===== config.mk =====
export PLATFORM = sky130hd
export DESIGN_NAME = multi_mode_noise_source_top
export DESIGN_NICKNAME = d
export VERILOG_FILES = /design/src/nms_pkg.sv /design/src/multi_mode_noise_source_top.sv /design/src/nms_front.sv /design/src/nms_queue.sv /design/src/nms_back.sv
export SDC_FILE = /design/constraint.sdc
export NUM_CORES = 2
export LEC_CHECK = 0
export BUFFER_PORTS_ARGS = -buffer_cell sky130_fd_sc_hd__buf_2
export CORE_UTILIZATION = 35
export CTS_CLUSTER_SIZE = 20
export DETAILED_ROUTE_END_ITERATION = 8
export GPL_TIMING_DRIVEN = 0
export PLACE_DENSITY_LB_ADDON = 0.25
export SLEW_MARGIN = 25
export SYNTH_ARGS = -nofsm -noshare
export SYNTH_HDL_FRONTEND = slang
export SYNTH_SLANG_ARGS = --single-unit

===== constraint.sdc =====
create_clock -name aclk -period 20.2 [get_ports aclk]
set_input_delay 4.04 -clock aclk [delete_from_list [all_inputs] [get_ports aclk]]
set_output_delay 4.04 -clock aclk [all_outputs]
set_load 0.02 [all_outputs]

===== src/nms_pkg.sv =====
`timescale 1ns / 1ps

package nms_pkg;

    localparam int BAND_COUNT_DEF  = 7;
    localparam int SAMPLE_BITS_DEF = 16;

    localparam int UNIFORM_W     = 16;
    localparam int UNIFORM_N     = 8;
    localparam int PINK_SRC_N    = 7;
    localparam int OUT_W         = 16;
    localparam int GAIN_W        = 16;
    localparam int PERIOD_W      = 16;
    localparam int MODE_W        = 3;
    localparam int CFG_IDX_W     = 4;
    localparam int CFG_DATA_W    = 16;
    localparam int COEF_W        = 15;
    localparam int BROWN_COEF_W  = 12;
    localparam int BROWN_SHIFT   = 16;
    localparam int CRACKLE_SHIFT = 15;
    localparam int GAIN_SHIFT    = 15;
    localparam int QUEUE_DEPTH   = 2;

    localparam logic [BROWN_COEF_W-1:0] COEF_BROWN = 12'd1311;
    localparam logic [COEF_W-1:0]       COEF_LOUD  = 15'd26214;
    localparam logic [COEF_W-1:0]       COEF_LIGHT = 15'd9830;
    localparam logic [COEF_W-1:0]       COEF_QUIET = 15'd328;
    localparam logic [UNIFORM_W-1:0]    THR_LOUD   = 16'd65340;
    localparam logic [UNIFORM_W-1:0]    THR_LIGHT  = 16'd64881;

    localparam logic [MODE_W-1:0] MODE_WHITE   = 3'd0;
    localparam logic [MODE_W-1:0] MODE_PINK    = 3'd1;
    localparam logic [MODE_W-1:0] MODE_BROWN   = 3'd2;
    localparam logic [MODE_W-1:0] MODE_CRACKLE = 3'd3;
    localparam logic [MODE_W-1:0] MODE_HOLD    = 3'd4;

    localparam logic [CFG_IDX_W-1:0] CFG_GEN_ON = 4'd0;
    localparam logic [CFG_IDX_W-1:0] CFG_MODE   = 4'd1;
    localparam logic [CFG_IDX_W-1:0] CFG_GAIN   = 4'd2;
    localparam logic [CFG_IDX_W-1:0] CFG_PERIOD = 4'd3;

    localparam logic [GAIN_W-1:0]   GAIN_RST   = 16'd32768;
    localparam logic [PERIOD_W-1:0] PERIOD_RST = 16'd12;

    typedef enum logic [2:0] {
        OP_ZERO,
        OP_WHITE,
        OP_PINK,
        OP_BROWN,
        OP_CRACKLE,
        OP_HOLD
    } op_t;

    typedef enum logic [2:0] {
        B_IDLE,
        B_PART,
        B_TOTAL,
        B_MUL,
        B_FIX,
        B_STEP2,
        B_GAIN,
        B_OUT
    } back_state_t;

    typedef struct packed {
        logic                gen_on;
        logic [MODE_W-1:0]   mode;
        logic [GAIN_W-1:0]   gain;
        logic [PERIOD_W-1:0] period;
    } cfg_t;

endpackage


===== src/multi_mode_noise_source_top.sv =====
`timescale 1ns / 1ps

// Noise source: each input word carries eight uniform random values and yields one
// signed Q1.15 sample, scaled by cfg.gain, in one of five modes (white, pink,
// brown, crackle, sample-and-hold); when gen_on is 0 or the mode code is unused
// the sample is zero and no internal state moves. The front end classifies and
// whitens each word and parks it in a two-entry queue; a single back-end
// sequencer then works on one word at a time, so throughput is set by that
// sequencer: white, zero and hold words go straight to the gain multiply and
// output stage; brown and crackle pass a second step first, and pink passes band
// update, two-level adder tree, reciprocal multiply and correction first. Results
// sit in an output register, so new words keep entering the queue while a result
// waits. Configuration is accepted every cycle and must only change while idle.
module multi_mode_noise_source_top #(
    parameter int BAND_COUNT  = nms_pkg::BAND_COUNT_DEF,
    parameter int SAMPLE_BITS = nms_pkg::SAMPLE_BITS_DEF
) (
    input  logic                              aclk,
    input  logic                              aresetn,
    input  logic                              s_valid,
    output logic                              s_ready,
    input  logic [nms_pkg::UNIFORM_W-1:0]     s_uniform_0,
    input  logic [nms_pkg::UNIFORM_W-1:0]     s_uniform_1,
    input  logic [nms_pkg::UNIFORM_W-1:0]     s_uniform_2,
    input  logic [nms_pkg::UNIFORM_W-1:0]     s_uniform_3,
    input  logic [nms_pkg::UNIFORM_W-1:0]     s_uniform_4,
    input  logic [nms_pkg::UNIFORM_W-1:0]     s_uniform_5,
    input  logic [nms_pkg::UNIFORM_W-1:0]     s_uniform_6,
    input  logic [nms_pkg::UNIFORM_W-1:0]     s_uniform_7,
    output logic                              m_valid,
    input  logic                              m_ready,
    output logic signed [nms_pkg::OUT_W-1:0]  m_noise_out,
    input  logic                              cfg_valid,
    output logic                              cfg_ready,
    input  logic [nms_pkg::CFG_IDX_W-1:0]     cfg_index,
    input  logic [nms_pkg::CFG_DATA_W-1:0]    cfg_data
);

    localparam int QW = $bits(nms_pkg::op_t) + nms_pkg::COEF_W
                        + nms_pkg::UNIFORM_N * SAMPLE_BITS;

    nms_pkg::cfg_t  cfg_reg, cfg_next;
    logic           q_push, q_full, q_pop, q_valid;
    logic [QW-1:0]  q_wdata, q_rdata;

    assign cfg_ready = 1'b1;

    always_comb begin
        cfg_next = cfg_reg;
        if (cfg_valid) begin
            case (cfg_index)
                nms_pkg::CFG_GEN_ON: cfg_next.gen_on = cfg_data[0];
                nms_pkg::CFG_MODE:   cfg_next.mode   = cfg_data[nms_pkg::MODE_W-1:0];
                nms_pkg::CFG_GAIN:   cfg_next.gain   = cfg_data[nms_pkg::GAIN_W-1:0];
                nms_pkg::CFG_PERIOD: cfg_next.period = cfg_data[nms_pkg::PERIOD_W-1:0];
                default:             cfg_next = cfg_reg;
            endcase
        end
    end

    always_ff @(posedge aclk) begin
        if (!aresetn) begin
            cfg_reg.gen_on <= 1'b0;
            cfg_reg.mode   <= nms_pkg::MODE_WHITE;
            cfg_reg.gain   <= nms_pkg::GAIN_RST;
            cfg_reg.period <= nms_pkg::PERIOD_RST;
        end else begin
            cfg_reg <= cfg_next;
        end
    end

    nms_front #(
        .SAMPLE_BITS (SAMPLE_BITS),
        .QW          (QW)
    ) u_front (
        .s_valid     (s_valid),
        .s_ready     (s_ready),
        .s_uniform_0 (s_uniform_0),
        .s_uniform_1 (s_uniform_1),
        .s_uniform_2 (s_uniform_2),
        .s_uniform_3 (s_uniform_3),
        .s_uniform_4 (s_uniform_4),
        .s_uniform_5 (s_uniform_5),
        .s_uniform_6 (s_uniform_6),
        .s_uniform_7 (s_uniform_7),
        .cfg         (cfg_reg),
        .q_full      (q_full),
        .q_push      (q_push),
        .q_data      (q_wdata)
    );

    nms_queue #(
        .WIDTH (QW)
    ) u_queue (
        .aclk      (aclk),
        .aresetn   (aresetn),
        .push      (q_push),
        .push_data (q_wdata),
        .full      (q_full),
        .pop       (q_pop),
        .not_empty (q_valid),
        .pop_data  (q_rdata)
    );

    nms_back #(
        .BAND_COUNT  (BAND_COUNT),
        .SAMPLE_BITS (SAMPLE_BITS),
        .QW          (QW)
    ) u_back (
        .aclk        (aclk),
        .aresetn     (aresetn),
        .cfg         (cfg_reg),
        .q_valid     (q_valid),
        .q_data      (q_rdata),
        .q_pop       (q_pop),
        .m_valid     (m_valid),
        .m_ready     (m_ready),
        .m_noise_out (m_noise_out)
    );

endmodule


===== src/nms_front.sv =====
`timescale 1ns / 1ps

module nms_front #(
    parameter int SAMPLE_BITS = nms_pkg::SAMPLE_BITS_DEF,
    parameter int QW          = $bits(nms_pkg::op_t) + nms_pkg::COEF_W
                                + nms_pkg::UNIFORM_N * SAMPLE_BITS
) (
    input  logic                            s_valid,
    output logic                            s_ready,
    input  logic [nms_pkg::UNIFORM_W-1:0]   s_uniform_0,
    input  logic [nms_pkg::UNIFORM_W-1:0]   s_uniform_1,
    input  logic [nms_pkg::UNIFORM_W-1:0]   s_uniform_2,
    input  logic [nms_pkg::UNIFORM_W-1:0]   s_uniform_3,
    input  logic [nms_pkg::UNIFORM_W-1:0]   s_uniform_4,
    input  logic [nms_pkg::UNIFORM_W-1:0]   s_uniform_5,
    input  logic [nms_pkg::UNIFORM_W-1:0]   s_uniform_6,
    input  logic [nms_pkg::UNIFORM_W-1:0]   s_uniform_7,
    input  nms_pkg::cfg_t                   cfg,
    input  logic                            q_full,
    output logic                            q_push,
    output logic [QW-1:0]                   q_data
);

    localparam int OPW = $bits(nms_pkg::op_t);
    localparam int UW  = nms_pkg::UNIFORM_W;
    localparam int UP  = (SAMPLE_BITS > UW) ? SAMPLE_BITS - UW : 0;
    localparam int DN  = (SAMPLE_BITS < UW) ? UW - SAMPLE_BITS : 0;

    logic [UW-1:0]                  uni [nms_pkg::UNIFORM_N];
    logic signed [SAMPLE_BITS-1:0]  white [nms_pkg::UNIFORM_N];
    nms_pkg::op_t                   op;
    logic [nms_pkg::COEF_W-1:0]     coef;

    assign uni[0] = s_uniform_0;
    assign uni[1] = s_uniform_1;
    assign uni[2] = s_uniform_2;
    assign uni[3] = s_uniform_3;
    assign uni[4] = s_uniform_4;
    assign uni[5] = s_uniform_5;
    assign uni[6] = s_uniform_6;
    assign uni[7] = s_uniform_7;

    // centre each word on zero and bring it to the sample format
    for (genvar i = 0; i < nms_pkg::UNIFORM_N; i++) begin : g_white
        logic signed [UW-1:0]         centred;
        logic signed [UW+UP-1:0]      widened;
        assign centred = {~uni[i][UW-1], uni[i][UW-2:0]};
        assign widened = (UW + UP)'(centred) <<< UP;
        assign white[i] = SAMPLE_BITS'(widened >>> DN);
        assign q_data[OPW + nms_pkg::COEF_W + i*SAMPLE_BITS +: SAMPLE_BITS] = white[i];
    end

    always_comb begin
        op = nms_pkg::OP_ZERO;
        if (cfg.gen_on) begin
            case (cfg.mode)
                nms_pkg::MODE_WHITE:   op = nms_pkg::OP_WHITE;
                nms_pkg::MODE_PINK:    op = nms_pkg::OP_PINK;
                nms_pkg::MODE_BROWN:   op = nms_pkg::OP_BROWN;
                nms_pkg::MODE_CRACKLE: op = nms_pkg::OP_CRACKLE;
                nms_pkg::MODE_HOLD:    op = nms_pkg::OP_HOLD;
                default:               op = nms_pkg::OP_ZERO;
            endcase
        end
    end

    // crackle amplitude from the selector word
    always_comb begin
        if (s_uniform_0 >= nms_pkg::THR_LOUD) begin
            coef = nms_pkg::COEF_LOUD;
        end else if (s_uniform_0 >= nms_pkg::THR_LIGHT) begin
            coef = nms_pkg::COEF_LIGHT;
        end else begin
            coef = nms_pkg::COEF_QUIET;
        end
    end

    assign q_data[OPW-1:0]                   = op;
    assign q_data[OPW +: nms_pkg::COEF_W]    = coef;
    assign s_ready                           = !q_full;
    assign q_push                            = s_valid && !q_full;

endmodule


===== src/nms_queue.sv =====
`timescale 1ns / 1ps

module nms_queue #(
    parameter int WIDTH = 8
) (
    input  logic             aclk,
    input  logic             aresetn,
    input  logic             push,
    input  logic [WIDTH-1:0] push_data,
    output logic             full,
    input  logic             pop,
    output logic             not_empty,
    output logic [WIDTH-1:0] pop_data
);

    localparam int DEPTH = nms_pkg::QUEUE_DEPTH;
    localparam int PTR_W = $clog2(DEPTH);
    localparam int CNT_W = $clog2(DEPTH + 1);

    logic [WIDTH-1:0] mem_reg [DEPTH];
    logic [PTR_W-1:0] wr_ptr_reg, wr_ptr_next;
    logic [PTR_W-1:0] rd_ptr_reg, rd_ptr_next;
    logic [CNT_W-1:0] count_reg, count_next;
    logic             do_push, do_pop;

    assign full      = (count_reg == CNT_W'(DEPTH));
    assign not_empty = (count_reg != '0);
    assign pop_data  = mem_reg[rd_ptr_reg];
    assign do_push   = push && !full;
    assign do_pop    = pop && not_empty;

    always_comb begin
        wr_ptr_next = wr_ptr_reg;
        rd_ptr_next = rd_ptr_reg;
        count_next  = count_reg;
        if (do_push) begin
            wr_ptr_next = (wr_ptr_reg == PTR_W'(DEPTH - 1)) ? '0 : wr_ptr_reg + 1'b1;
        end
        if (do_pop) begin
            rd_ptr_next = (rd_ptr_reg == PTR_W'(DEPTH - 1)) ? '0 : rd_ptr_reg + 1'b1;
        end
        if (do_push && !do_pop) begin
            count_next = count_reg + 1'b1;
        end else if (do_pop && !do_push) begin
            count_next = count_reg - 1'b1;
        end
    end

    always_ff @(posedge aclk) begin
        if (!aresetn) begin
            wr_ptr_reg <= '0;
            rd_ptr_reg <= '0;
            count_reg  <= '0;
        end else begin
            wr_ptr_reg <= wr_ptr_next;
            rd_ptr_reg <= rd_ptr_next;
            count_reg  <= count_next;
        end
    end

    always_ff @(posedge aclk) begin
        if (do_push) begin
            mem_reg[wr_ptr_reg] <= push_data;
        end
    end

endmodule


===== src/nms_back.sv =====
`timescale 1ns / 1ps

module nms_back #(
    parameter int BAND_COUNT  = nms_pkg::BAND_COUNT_DEF,
    parameter int SAMPLE_BITS = nms_pkg::SAMPLE_BITS_DEF,
    parameter int QW          = $bits(nms_pkg::op_t) + nms_pkg::COEF_W
                                + nms_pkg::UNIFORM_N * SAMPLE_BITS
) (
    input  logic                               aclk,
    input  logic                               aresetn,
    input  nms_pkg::cfg_t                      cfg,
    input  logic                               q_valid,
    input  logic [QW-1:0]                      q_data,
    output logic                               q_pop,
    output logic                               m_valid,
    input  logic                               m_ready,
    output logic signed [nms_pkg::OUT_W-1:0]   m_noise_out
);

    localparam int SB      = SAMPLE_BITS;
    localparam int OPW     = $bits(nms_pkg::op_t);
    localparam int CW      = nms_pkg::COEF_W;
    localparam int OW      = nms_pkg::OUT_W;
    localparam int DIV     = BAND_COUNT + 1;
    localparam int SUM_W   = SB + $clog2(DIV);
    localparam int MUL_W   = 2 * SUM_W;
    localparam int Q_W     = SB + 1;
    localparam int R_W     = SUM_W + 2;
    localparam int GROUP_N = (DIV + 3) / 4;
    localparam int TERM_N  = GROUP_N * 4;
    localparam int PROD_W  = SB + nms_pkg::GAIN_W + 1;
    localparam int WALK_W  = SB + 2;
    localparam int UP      = (SB < OW) ? OW - SB : 0;
    localparam int DN      = (SB > OW) ? SB - OW : 0;
    localparam int PW      = nms_pkg::PERIOD_W;

    localparam longint unsigned RECIP = ((64'd1 << SUM_W) / DIV) + 64'd1;
    localparam logic [SUM_W-1:0] RECIP_C = SUM_W'(RECIP);
    localparam logic [SUM_W-1:0] OFS_C   = SUM_W'(longint'(DIV) << (SB - 1));
    localparam logic [R_W-1:0]   DIV_C   = R_W'(DIV);

    localparam logic signed [WALK_W-1:0] WALK_MAX = WALK_W'((longint'(1) << (SB - 1)) - 1);
    localparam logic signed [WALK_W-1:0] WALK_MIN = WALK_W'(-(longint'(1) << (SB - 1)));
    localparam logic signed [PROD_W-1:0] PROD_MAX = PROD_W'((longint'(1) << (SB - 1)) - 1);
    localparam logic signed [PROD_W-1:0] PROD_MIN = PROD_W'(-(longint'(1) << (SB - 1)));

    // queue word fields
    nms_pkg::op_t               q_op;
    logic [CW-1:0]              q_coef;
    logic signed [SB-1:0]       q_white [nms_pkg::UNIFORM_N];

    assign q_op   = nms_pkg::op_t'(q_data[OPW-1:0]);
    assign q_coef = q_data[OPW +: CW];
    for (genvar i = 0; i < nms_pkg::UNIFORM_N; i++) begin : g_unpack
        assign q_white[i] = q_data[OPW + CW + i*SB +: SB];
    end

    nms_pkg::back_state_t       state_reg, state_next;
    nms_pkg::op_t               op_reg, op_next;
    logic signed [SB-1:0]       band_reg [BAND_COUNT];
    logic signed [SB-1:0]       band_next [BAND_COUNT];
    logic [BAND_COUNT-1:0]      cnt_reg, cnt_next;
    logic signed [SB-1:0]       walk_reg, walk_next;
    logic signed [SB-1:0]       held_reg, held_next;
    logic [PW-1:0]              hold_cnt_reg, hold_cnt_next;
    logic                       out_valid_reg, out_valid_next;

    logic signed [SB-1:0]       w0_reg, w0_next;
    logic signed [SUM_W-1:0]    part_reg [GROUP_N];
    logic signed [SUM_W-1:0]    part_next [GROUP_N];
    logic [SUM_W-1:0]           ofs_reg, ofs_next;
    logic [MUL_W-1:0]           mul_reg, mul_next;
    logic signed [PROD_W-1:0]   prod_reg, prod_next;
    logic signed [SB-1:0]       sample_reg, sample_next;
    logic signed [OW-1:0]       out_data_reg, out_data_next;

    // pink datapath
    logic [BAND_COUNT-1:0]      cnt_inc, flips;
    logic signed [SB-1:0]       term [TERM_N];
    logic signed [SUM_W-1:0]    part_sum [GROUP_N];
    logic signed [SUM_W-1:0]    total_sum;
    logic [Q_W-1:0]             q_est, q_fix;
    logic signed [R_W-1:0]      rem;
    logic signed [SB-1:0]       pink_sample;

    // brown, crackle, hold and gain
    logic signed [WALK_W-1:0]   walk_sum;
    logic signed [SB-1:0]       walk_clamped;
    logic signed [SB-1:0]       crackle_sample;
    logic [PW-1:0]              hold_inc;
    logic signed [PROD_W-1:0]   gain_shifted;
    logic signed [SB-1:0]       gain_clamped;
    logic signed [SB+UP-1:0]    out_widened;
    logic signed [OW-1:0]       out_scaled;

    assign cnt_inc = cnt_reg + 1'b1;
    assign flips   = cnt_reg ^ cnt_inc;

    always_comb begin
        for (int t = 0; t < TERM_N; t++) begin
            term[t] = '0;
        end
        term[0] = w0_reg;
        for (int b = 0; b < BAND_COUNT; b++) begin
            term[b + 1] = band_reg[b];
        end
    end

    for (genvar g = 0; g < GROUP_N; g++) begin : g_part
        assign part_sum[g] = SUM_W'(term[4*g]) + SUM_W'(term[4*g + 1])
                           + SUM_W'(term[4*g + 2]) + SUM_W'(term[4*g + 3]);
    end

    always_comb begin
        total_sum = '0;
        for (int g = 0; g < GROUP_N; g++) begin
            total_sum = total_sum + part_reg[g];
        end
    end

    // quotient estimate is exact or one too high
    assign q_est       = mul_reg[SUM_W +: Q_W];
    assign rem         = $signed(R_W'(ofs_reg)) - $signed(R_W'(q_est) * DIV_C);
    assign q_fix       = rem[R_W-1] ? q_est - 1'b1 : q_est;
    assign pink_sample = {~q_fix[SB-1], q_fix[SB-2:0]};

    assign walk_sum = WALK_W'(walk_reg) + WALK_W'(prod_reg >>> nms_pkg::BROWN_SHIFT);
    always_comb begin
        if (walk_sum > WALK_MAX) begin
            walk_clamped = SB'(WALK_MAX);
        end else if (walk_sum < WALK_MIN) begin
            walk_clamped = SB'(WALK_MIN);
        end else begin
            walk_clamped = SB'(walk_sum);
        end
    end

    assign crackle_sample = SB'(prod_reg >>> nms_pkg::CRACKLE_SHIFT);
    assign hold_inc       = hold_cnt_reg + 1'b1;

    assign gain_shifted = prod_reg >>> nms_pkg::GAIN_SHIFT;
    always_comb begin
        if (gain_shifted > PROD_MAX) begin
            gain_clamped = SB'(PROD_MAX);
        end else if (gain_shifted < PROD_MIN) begin
            gain_clamped = SB'(PROD_MIN);
        end else begin
            gain_clamped = SB'(gain_shifted);
        end
    end
    assign out_widened = (SB + UP)'(gain_clamped) <<< UP;
    assign out_scaled  = OW'(out_widened >>> DN);

    always_comb begin
        state_next     = state_reg;
        op_next        = op_reg;
        band_next      = band_reg;
        cnt_next       = cnt_reg;
        walk_next      = walk_reg;
        held_next      = held_reg;
        hold_cnt_next  = hold_cnt_reg;
        w0_next        = w0_reg;
        part_next      = part_reg;
        ofs_next       = ofs_reg;
        mul_next       = mul_reg;
        prod_next      = prod_reg;
        sample_next    = sample_reg;
        out_data_next  = out_data_reg;
        out_valid_next = out_valid_reg && !m_ready;
        q_pop          = 1'b0;

        case (state_reg)
            nms_pkg::B_IDLE: begin
                if (q_valid) begin
                    q_pop   = 1'b1;
                    op_next = q_op;
                    case (q_op)
                        nms_pkg::OP_WHITE: begin
                            sample_next = q_white[0];
                            state_next  = nms_pkg::B_GAIN;
                        end
                        nms_pkg::OP_PINK: begin
                            cnt_next = cnt_inc;
                            for (int b = 0; b < BAND_COUNT; b++) begin
                                if (flips[b]) begin
                                    band_next[b] = q_white[1 + (b % nms_pkg::PINK_SRC_N)];
                                end
                            end
                            w0_next    = q_white[0];
                            state_next = nms_pkg::B_PART;
                        end
                        nms_pkg::OP_BROWN: begin
                            prod_next  = PROD_W'(q_white[0])
                                       * $signed(PROD_W'(nms_pkg::COEF_BROWN));
                            state_next = nms_pkg::B_STEP2;
                        end
                        nms_pkg::OP_CRACKLE: begin
                            prod_next  = PROD_W'(q_white[1]) * $signed(PROD_W'(q_coef));
                            state_next = nms_pkg::B_STEP2;
                        end
                        nms_pkg::OP_HOLD: begin
                            if (hold_inc >= cfg.period) begin
                                hold_cnt_next = '0;
                                held_next     = q_white[0];
                                sample_next   = q_white[0];
                            end else begin
                                hold_cnt_next = hold_inc;
                                sample_next   = held_reg;
                            end
                            state_next = nms_pkg::B_GAIN;
                        end
                        default: begin
                            sample_next = '0;
                            state_next  = nms_pkg::B_GAIN;
                        end
                    endcase
                end
            end
            nms_pkg::B_PART: begin
                part_next  = part_sum;
                state_next = nms_pkg::B_TOTAL;
            end
            nms_pkg::B_TOTAL: begin
                ofs_next   = $unsigned(total_sum) + OFS_C;
                state_next = nms_pkg::B_MUL;
            end
            nms_pkg::B_MUL: begin
                mul_next   = MUL_W'(ofs_reg) * MUL_W'(RECIP_C);
                state_next = nms_pkg::B_FIX;
            end
            nms_pkg::B_FIX: begin
                sample_next = pink_sample;
                state_next  = nms_pkg::B_GAIN;
            end
            nms_pkg::B_STEP2: begin
                if (op_reg == nms_pkg::OP_BROWN) begin
                    walk_next   = walk_clamped;
                    sample_next = walk_clamped;
                end else begin
                    sample_next = crackle_sample;
                end
                state_next = nms_pkg::B_GAIN;
            end
            nms_pkg::B_GAIN: begin
                prod_next  = PROD_W'(sample_reg) * $signed(PROD_W'(cfg.gain));
                state_next = nms_pkg::B_OUT;
            end
            nms_pkg::B_OUT: begin
                if (!out_valid_reg || m_ready) begin
                    out_valid_next = 1'b1;
                    out_data_next  = out_scaled;
                    state_next     = nms_pkg::B_IDLE;
                end
            end
            default: begin
                state_next = nms_pkg::B_IDLE;
            end
        endcase
    end

    always_ff @(posedge aclk) begin
        if (!aresetn) begin
            state_reg     <= nms_pkg::B_IDLE;
            out_valid_reg <= 1'b0;
            band_reg      <= '{default: '0};
            cnt_reg       <= '0;
            walk_reg      <= '0;
            held_reg      <= '0;
            hold_cnt_reg  <= '0;
        end else begin
            state_reg     <= state_next;
            out_valid_reg <= out_valid_next;
            band_reg      <= band_next;
            cnt_reg       <= cnt_next;
            walk_reg      <= walk_next;
            held_reg      <= held_next;
            hold_cnt_reg  <= hold_cnt_next;
        end
    end

    always_ff @(posedge aclk) begin
        op_reg       <= op_next;
        w0_reg       <= w0_next;
        part_reg     <= part_next;
        ofs_reg      <= ofs_next;
        mul_reg      <= mul_next;
        prod_reg     <= prod_next;
        sample_reg   <= sample_next;
        out_data_reg <= out_data_next;
    end

    assign m_valid     = out_valid_reg;
    assign m_noise_out = out_data_reg;

endmodule


### Word-level counts from Yosys, hierarchy flattened

Memory sizes are Yosys's and may differ from the RTL's. A register that Yosys moved wholly into a read port is not among the register bits.
Index checks and enable logic that the tools add are counted.

* register bits: 388
* bits in writable memories: 292
* memories: 1

* $add $sub $neg: 17
* multiply operators: 4
* $lt $le $gt $ge: 7
* eq/ne operators: 25
* multiplexer cells: 33
* bitwise logic cells: 10
* reductions and logical operators: 41

Memories
* u_queue.mem_reg: words 2, bits a word 146, read ports 1, clocked after Yosys merged registers in 1, write ports 1, RTL line nms_queue.sv:20 `logic [WIDTH-1:0] mem_reg [DEPTH];`

Operators with widths (count)
* 33-bit case mux with 2 select lines: 2
* 16-bit two-way mux: 8
* 16-bit case mux with 3 select lines: 2
* 19-bit by 16-bit adder with 19-bit output: 2
* 17-bit by 16-bit adder with 18-bit output: 2
* 18-bit by 16-bit > comparator with 1-bit output (second input constant): 2
* 18-bit by 16-bit less-than comparator with 1-bit output (second input constant): 2
* 19-bit by 17-bit multiplier with 36-bit output (second input constant): 1
* 16-bit by 16-bit adder with 17-bit output: 2
* 16-bit by 17-bit multiplier with 33-bit output: 1
* 33-bit two-way mux: 1
* 16-bit greater-or-equal comparator (second input constant): 2
* 16-bit by 16-bit multiplier with 32-bit output: 1
* 16-bit by 12-bit multiplier with 28-bit output (second input constant): 1
* 4-bit AND reduction: 7
* 3-bit by 2-bit == test with 1-bit output (second input constant): 7
* 3-bit == test (second input constant): 7
* 3-bit case mux with 7 select lines: 1
* 19-bit by 20-bit subtractor with 21-bit output: 1
* 19-bit adder: 1
* 19-bit adder (second input constant): 1
* 16-bit by 17-bit adder with 18-bit output: 1
* 16-bit by 1-bit adder with 16-bit output (second input constant): 1
* 16-bit greater-or-equal comparator: 1
* other kinds (32): 80

### Logic depth before layout (Yosys ltp)

* depth after elaboration: 8
* gate-level depth with buffers: 32
* mapped depth without buffers: 28

### By module

A second synthesis with hierarchy kept.

* cell total of the unflattened synthesis: 4865
* area total of the unflattened synthesis: 51713.3 sq um

By module, submodules not included
* nms_back: times used 1, cells an instance 4074, area an instance 38320.5 sq um, sequential area each 7697.4 sq um
* nms_queue: times used 1, cells an instance 479, area an instance 10804.1 sq um, sequential area each 8868.5 sq um
* multi_mode_noise_source_top: times used 1, cells an instance 148, area an instance 1435.1 sq um, sequential area each 720.7 sq um
* nms_front: times used 1, cells an instance 164, area an instance 1153.6 sq um, sequential area each 0.0 sq um

### Worst setup path before layout

No wires, ideal clock.

* path kind: in2reg
* from: input port s_valid
* to: memory u_queue.mem_reg[0][0] (netlist name) (enable)
* arrival: 9.711 ns
* required time: 19.570 ns
* setup slack: 9.859 ns
* stages on the path: 2
* buffers on the path: 0
* path through: nand2_1 nor2_1

* cells in the longest elaborated chain, start to end: 4

RTL lines
* start, declared: RTL line multi_mode_noise_source_top.sv:20 `input logic s_valid,`
* 1-bit logical AND: RTL line nms_front.sv:81 `assign q_push = s_valid && !q_full;`
* 1-bit logical AND: RTL line nms_queue.sv:29 `assign do_push = push && !full;`
* 1-bit two-way mux: RTL line nms_queue.sv:62 `if (do_push) begin`
* 1-bit two-way mux (implied by the code): RTL line nms_queue.sv:63 `mem_reg[wr_ptr_reg] <= push_data;`
* end, declared: RTL line nms_queue.sv:20

Every way passes these cells.

==> impl_results.md <==
* Drt total wl at 118 mm
* WL per Instance at 18.2 um
* Number of synthesized flops with an enable pin at 411
* RSZ-0062 raised after global routing: no
* Hold path start: u_back.walk_reg[5]
* Met2 WL post-DR at 56.6 mm
* Synth Register Bits at 622
* Cell Area, Synth at 0.0475 mm2
* Initial antenna violation count at 15
* Routed met3 length at 5.18 mm
* Reg clk slew, reported paths at 0.06 ns
* Worst-margin pin slew at 1.04 ns
* Rel. slew slack at 30.9%
* Cell family with most CP delay: adder cells
* Arrival time worst endpoint at 10.65 ns
* WHS Path Cells at 2
* CP bufs+invs at 10
* Vias in the first global route at 32,100
* Area of the multi-input gates at 0.0277 mm2
* Critical path class: reg -> reg
* Final Cycle Share at 51.0%
* Via-to-Cell Ratio at 4.82
* Cell Area, Placed at 0.0510 mm2
* # IOs at 172
* Largest fanout on the critical path at 10
* First-iteration detailed-routing DRC count at 1,880
* CTS resizes at 0
* Initial Util at 35.5%
* Crit-path most repeated cell: inv_1
* Flop2flop setup slack at 9.90 ns
* Status: finished, final reports clean
* RePlAce Congestion at 0.881
* Detailed-route DRC error count at 0
* Grt total ovfl at 0
* Reg-to-Reg End: u_back.prod_reg[31]
* Mean Syn Cell Area at 10.8 um2
* Remaining antenna violation count after routing at 0
* Syn Nets at 5,484
* Register area at 0.0166 mm2
* Post-Syn Instances at 4,397
* Row cnt at 134
* Clk buf depth at 3
* Final setup viols at 0
* Layout cell share with drive strength beyond 1 at 7.73%
* Die X at 370 um
* Fin. Hold Viols at 0
* Via count at 31,300
* Post CTS Setup Buffer Count at 0
* DRT Pass-1 Iters at 7
* Chip height at 370 um
* Core ar. at 0.134 mm2
* Post-synthesis sequential area ratio at 34.9%
* Area Overhead vs Synth at 12.5%
* Worst Setup End Kind: register
* Clock Sinks at 622
* Min-delay worst type: reg -> reg
* Full die area at 0.137 mm2
* CTS tree: yes
* MaxCap Viol Count at 0
* Commonest register cell after synthesis: edfxtp_1
* Wl on met1 at 54.6 mm
* Nets at 5,748
* Crit path max-delay cell type: o41ai_1
* H-tree Lvls at 3
* Highest clock rate at 97.1 MHz
* Yosys warnings at 0
* Async set-reset flop share out of synthesis at 0%
* Post-route design area at 0.0534 mm2
* Number of flip-flops under the largest register name at 268
* Root buffer cell: clkbuf_16
* Max Slew Vio Count at 0
* Hold_buf cts at 0
* Critical path required time at 20.55 ns
* First-pass GRT wire length at 185 mm
* Buffers on Ports at 169
* Hold Path Sink: u_back.walk_reg[5]
* Tot GR Track Use at 17.5%
* Netlist cell types at 83
* CP Launch Type: register
* Setup TNS at 0 ns
* CP peak stage delay at 0.81 ns
* Worst Reg2Reg Path Length in Cells at 30
* Clock Skew at 0.0510 ns
* Largest net degree at the start of global routing at 46
* Filler cells at 12,900
* Worst-Skew Late Latency at 0.65 ns
* Top Metal Used: met5
* Min Tclk post-route at 10.30 ns
* DP HPWL at 96.2 mm
* Clock buffer count from CTS at 72
==> tightest hold or removal path: stages (launching register included) <==
cell and delay [ns]:
dfxtp_1 0.31, nand2_1 0.05, a21boi_1 0.05
==> routing by layer <==
metal	GRT usage (%)	vias up
li1	-	15300
met1	23.8	15400
met2	29.3	554
met3	2.67	125
met4	3.72	14
met5	0	-
==> area by class of cell <==
| class | instances | share of cell area (%) |
|---|---|---|
| buffer | 139 | 1.04 |
| inverter | 735 | 5.16 |
| antenna | 4 | 0.0187 |
| clock inverter | 41 | 0.745 |
| multi-input combinational | 2901 | 51.8 |
| timing repair buffer | 190 | 2.27 |
| tap | 1768 | 4.14 |
| clock buffer | 93 | 3.79 |
| sequential | 622 | 31.0 |
==> cell usage after synthesis, drive strengths merged (4+ instances only) <==
master,number,area (um2)
inv,734,2760
ha,494,6180
fa,440,8810
nand2,424,1590
edfxtp,411,12300
dfxtp,211,4220
mux2i,154,1550
nor2,153,574
xnor2,147,1290
a21oi,146,761
and2,145,910
o211a,128,1280
clkbuf,118,443
o21ai,79,403
a21o,61,458
nand3,56,280
xor2,56,490
nor2b,45,282
nor3,41,205
and3,33,206
a21boi,32,248
o211ai,31,238
o21a,26,195
o21bai,25,188
nand2b,24,150
buf,21,105
nand4,19,119
a211oi,12,90.1
a22oi,10,80.1
a31oi,10,62.6
mux2,9,101
a2111oi,7,81.3
o31a,7,61.3
and4,6,52.6
o2111ai,6,52.6
o41ai,6,52.6
a211o,5,43.8
nand4b,5,43.8
nor3b,5,37.5
o31ai,5,51.3
or2,5,31.3
or3,5,31.3
a221oi,4,35.0
==> worst max-delay path by stage <==
stage | end | depth (start not counted)
3_5_place_dp | u_back.prod_reg[31] | 30
2_1_floorplan | u_queue.mem_reg[0][0] | 2
6_report | u_back.prod_reg[31] | 30
3_3_place_gp | u_queue.mem_reg[0][58] | 3
4_1_cts | u_back.prod_reg[31] | 30
5_1_grt | u_back.prod_reg[32] | 30
==> per-stage QoR <==
stage | worst slack, ns | utilization (%) | instances | hold WS (ns)
6_report | 9.90 | 39.9 | 6493 | 0.460
3_5_place_dp | 9.80 | 38.1 | 6355 | 0.453
2_1_floorplan | 9.86 | - | 4397 | 0.439
4_1_cts | 9.72 | 39.9 | 6489 | 0.460
5_1_grt | 9.24 | 39.9 | 6490 | 0.486
3_3_place_gp | 5.69 | 37.7 | 6334 | 0.450
==> cell families (layout without fill, tap and decap cells) <==
logic type | after synthesis | after routing | synth area share [%]
flops | 622 | 622 | 34.9
fa+ha+maj | 934 | 934 | 31.6
mux | 163 | 163 | 3.47
other cells | 1 | 5 | 0.00790
xor+xnor | 203 | 203 | 3.74
compound gates | 624 | 624 | 9.71
buf+inv | 874 | 1198 | 6.96
simple gates | 976 | 976 | 9.67
==> placed cells by master (no fill, tap or decap), types with 8 or more instances in the layout <==
cell / count
inv_1: 734
ha_1: 494
fa_1: 440
nand2_1: 424
edfxtp_1: 411
dfxtp_1: 211
buf_2: 176
mux2i_1: 151
nor2_1: 151
xnor2_1: 147
and2_1: 144
a21oi_1: 138
o211a_1: 128
clkbuf_1: 124
clkbuf_16: 75
o21ai_0: 71
a21o_1: 61
nand3_1: 56
xor2_1: 56
nor2b_1: 43
nor3_1: 39
and3_1: 32
o211ai_1: 30
o21a_1: 26
o21bai_1: 25
nand2b_1: 24
a21boi_0: 22
nand4_1: 19
a211oi_1: 12
buf_1: 11
a31oi_1: 10
clkinv_1: 10
mux2_2: 9
a22oi_1: 9
clkinv_2: 9
a21oi_2: 8
a21boi_1: 8
inv_6: 8
clkbuf_8: 8
Power is not shown: default switching activity piles up to over one toggle a cycle in this logic, so the estimate is an artifact.
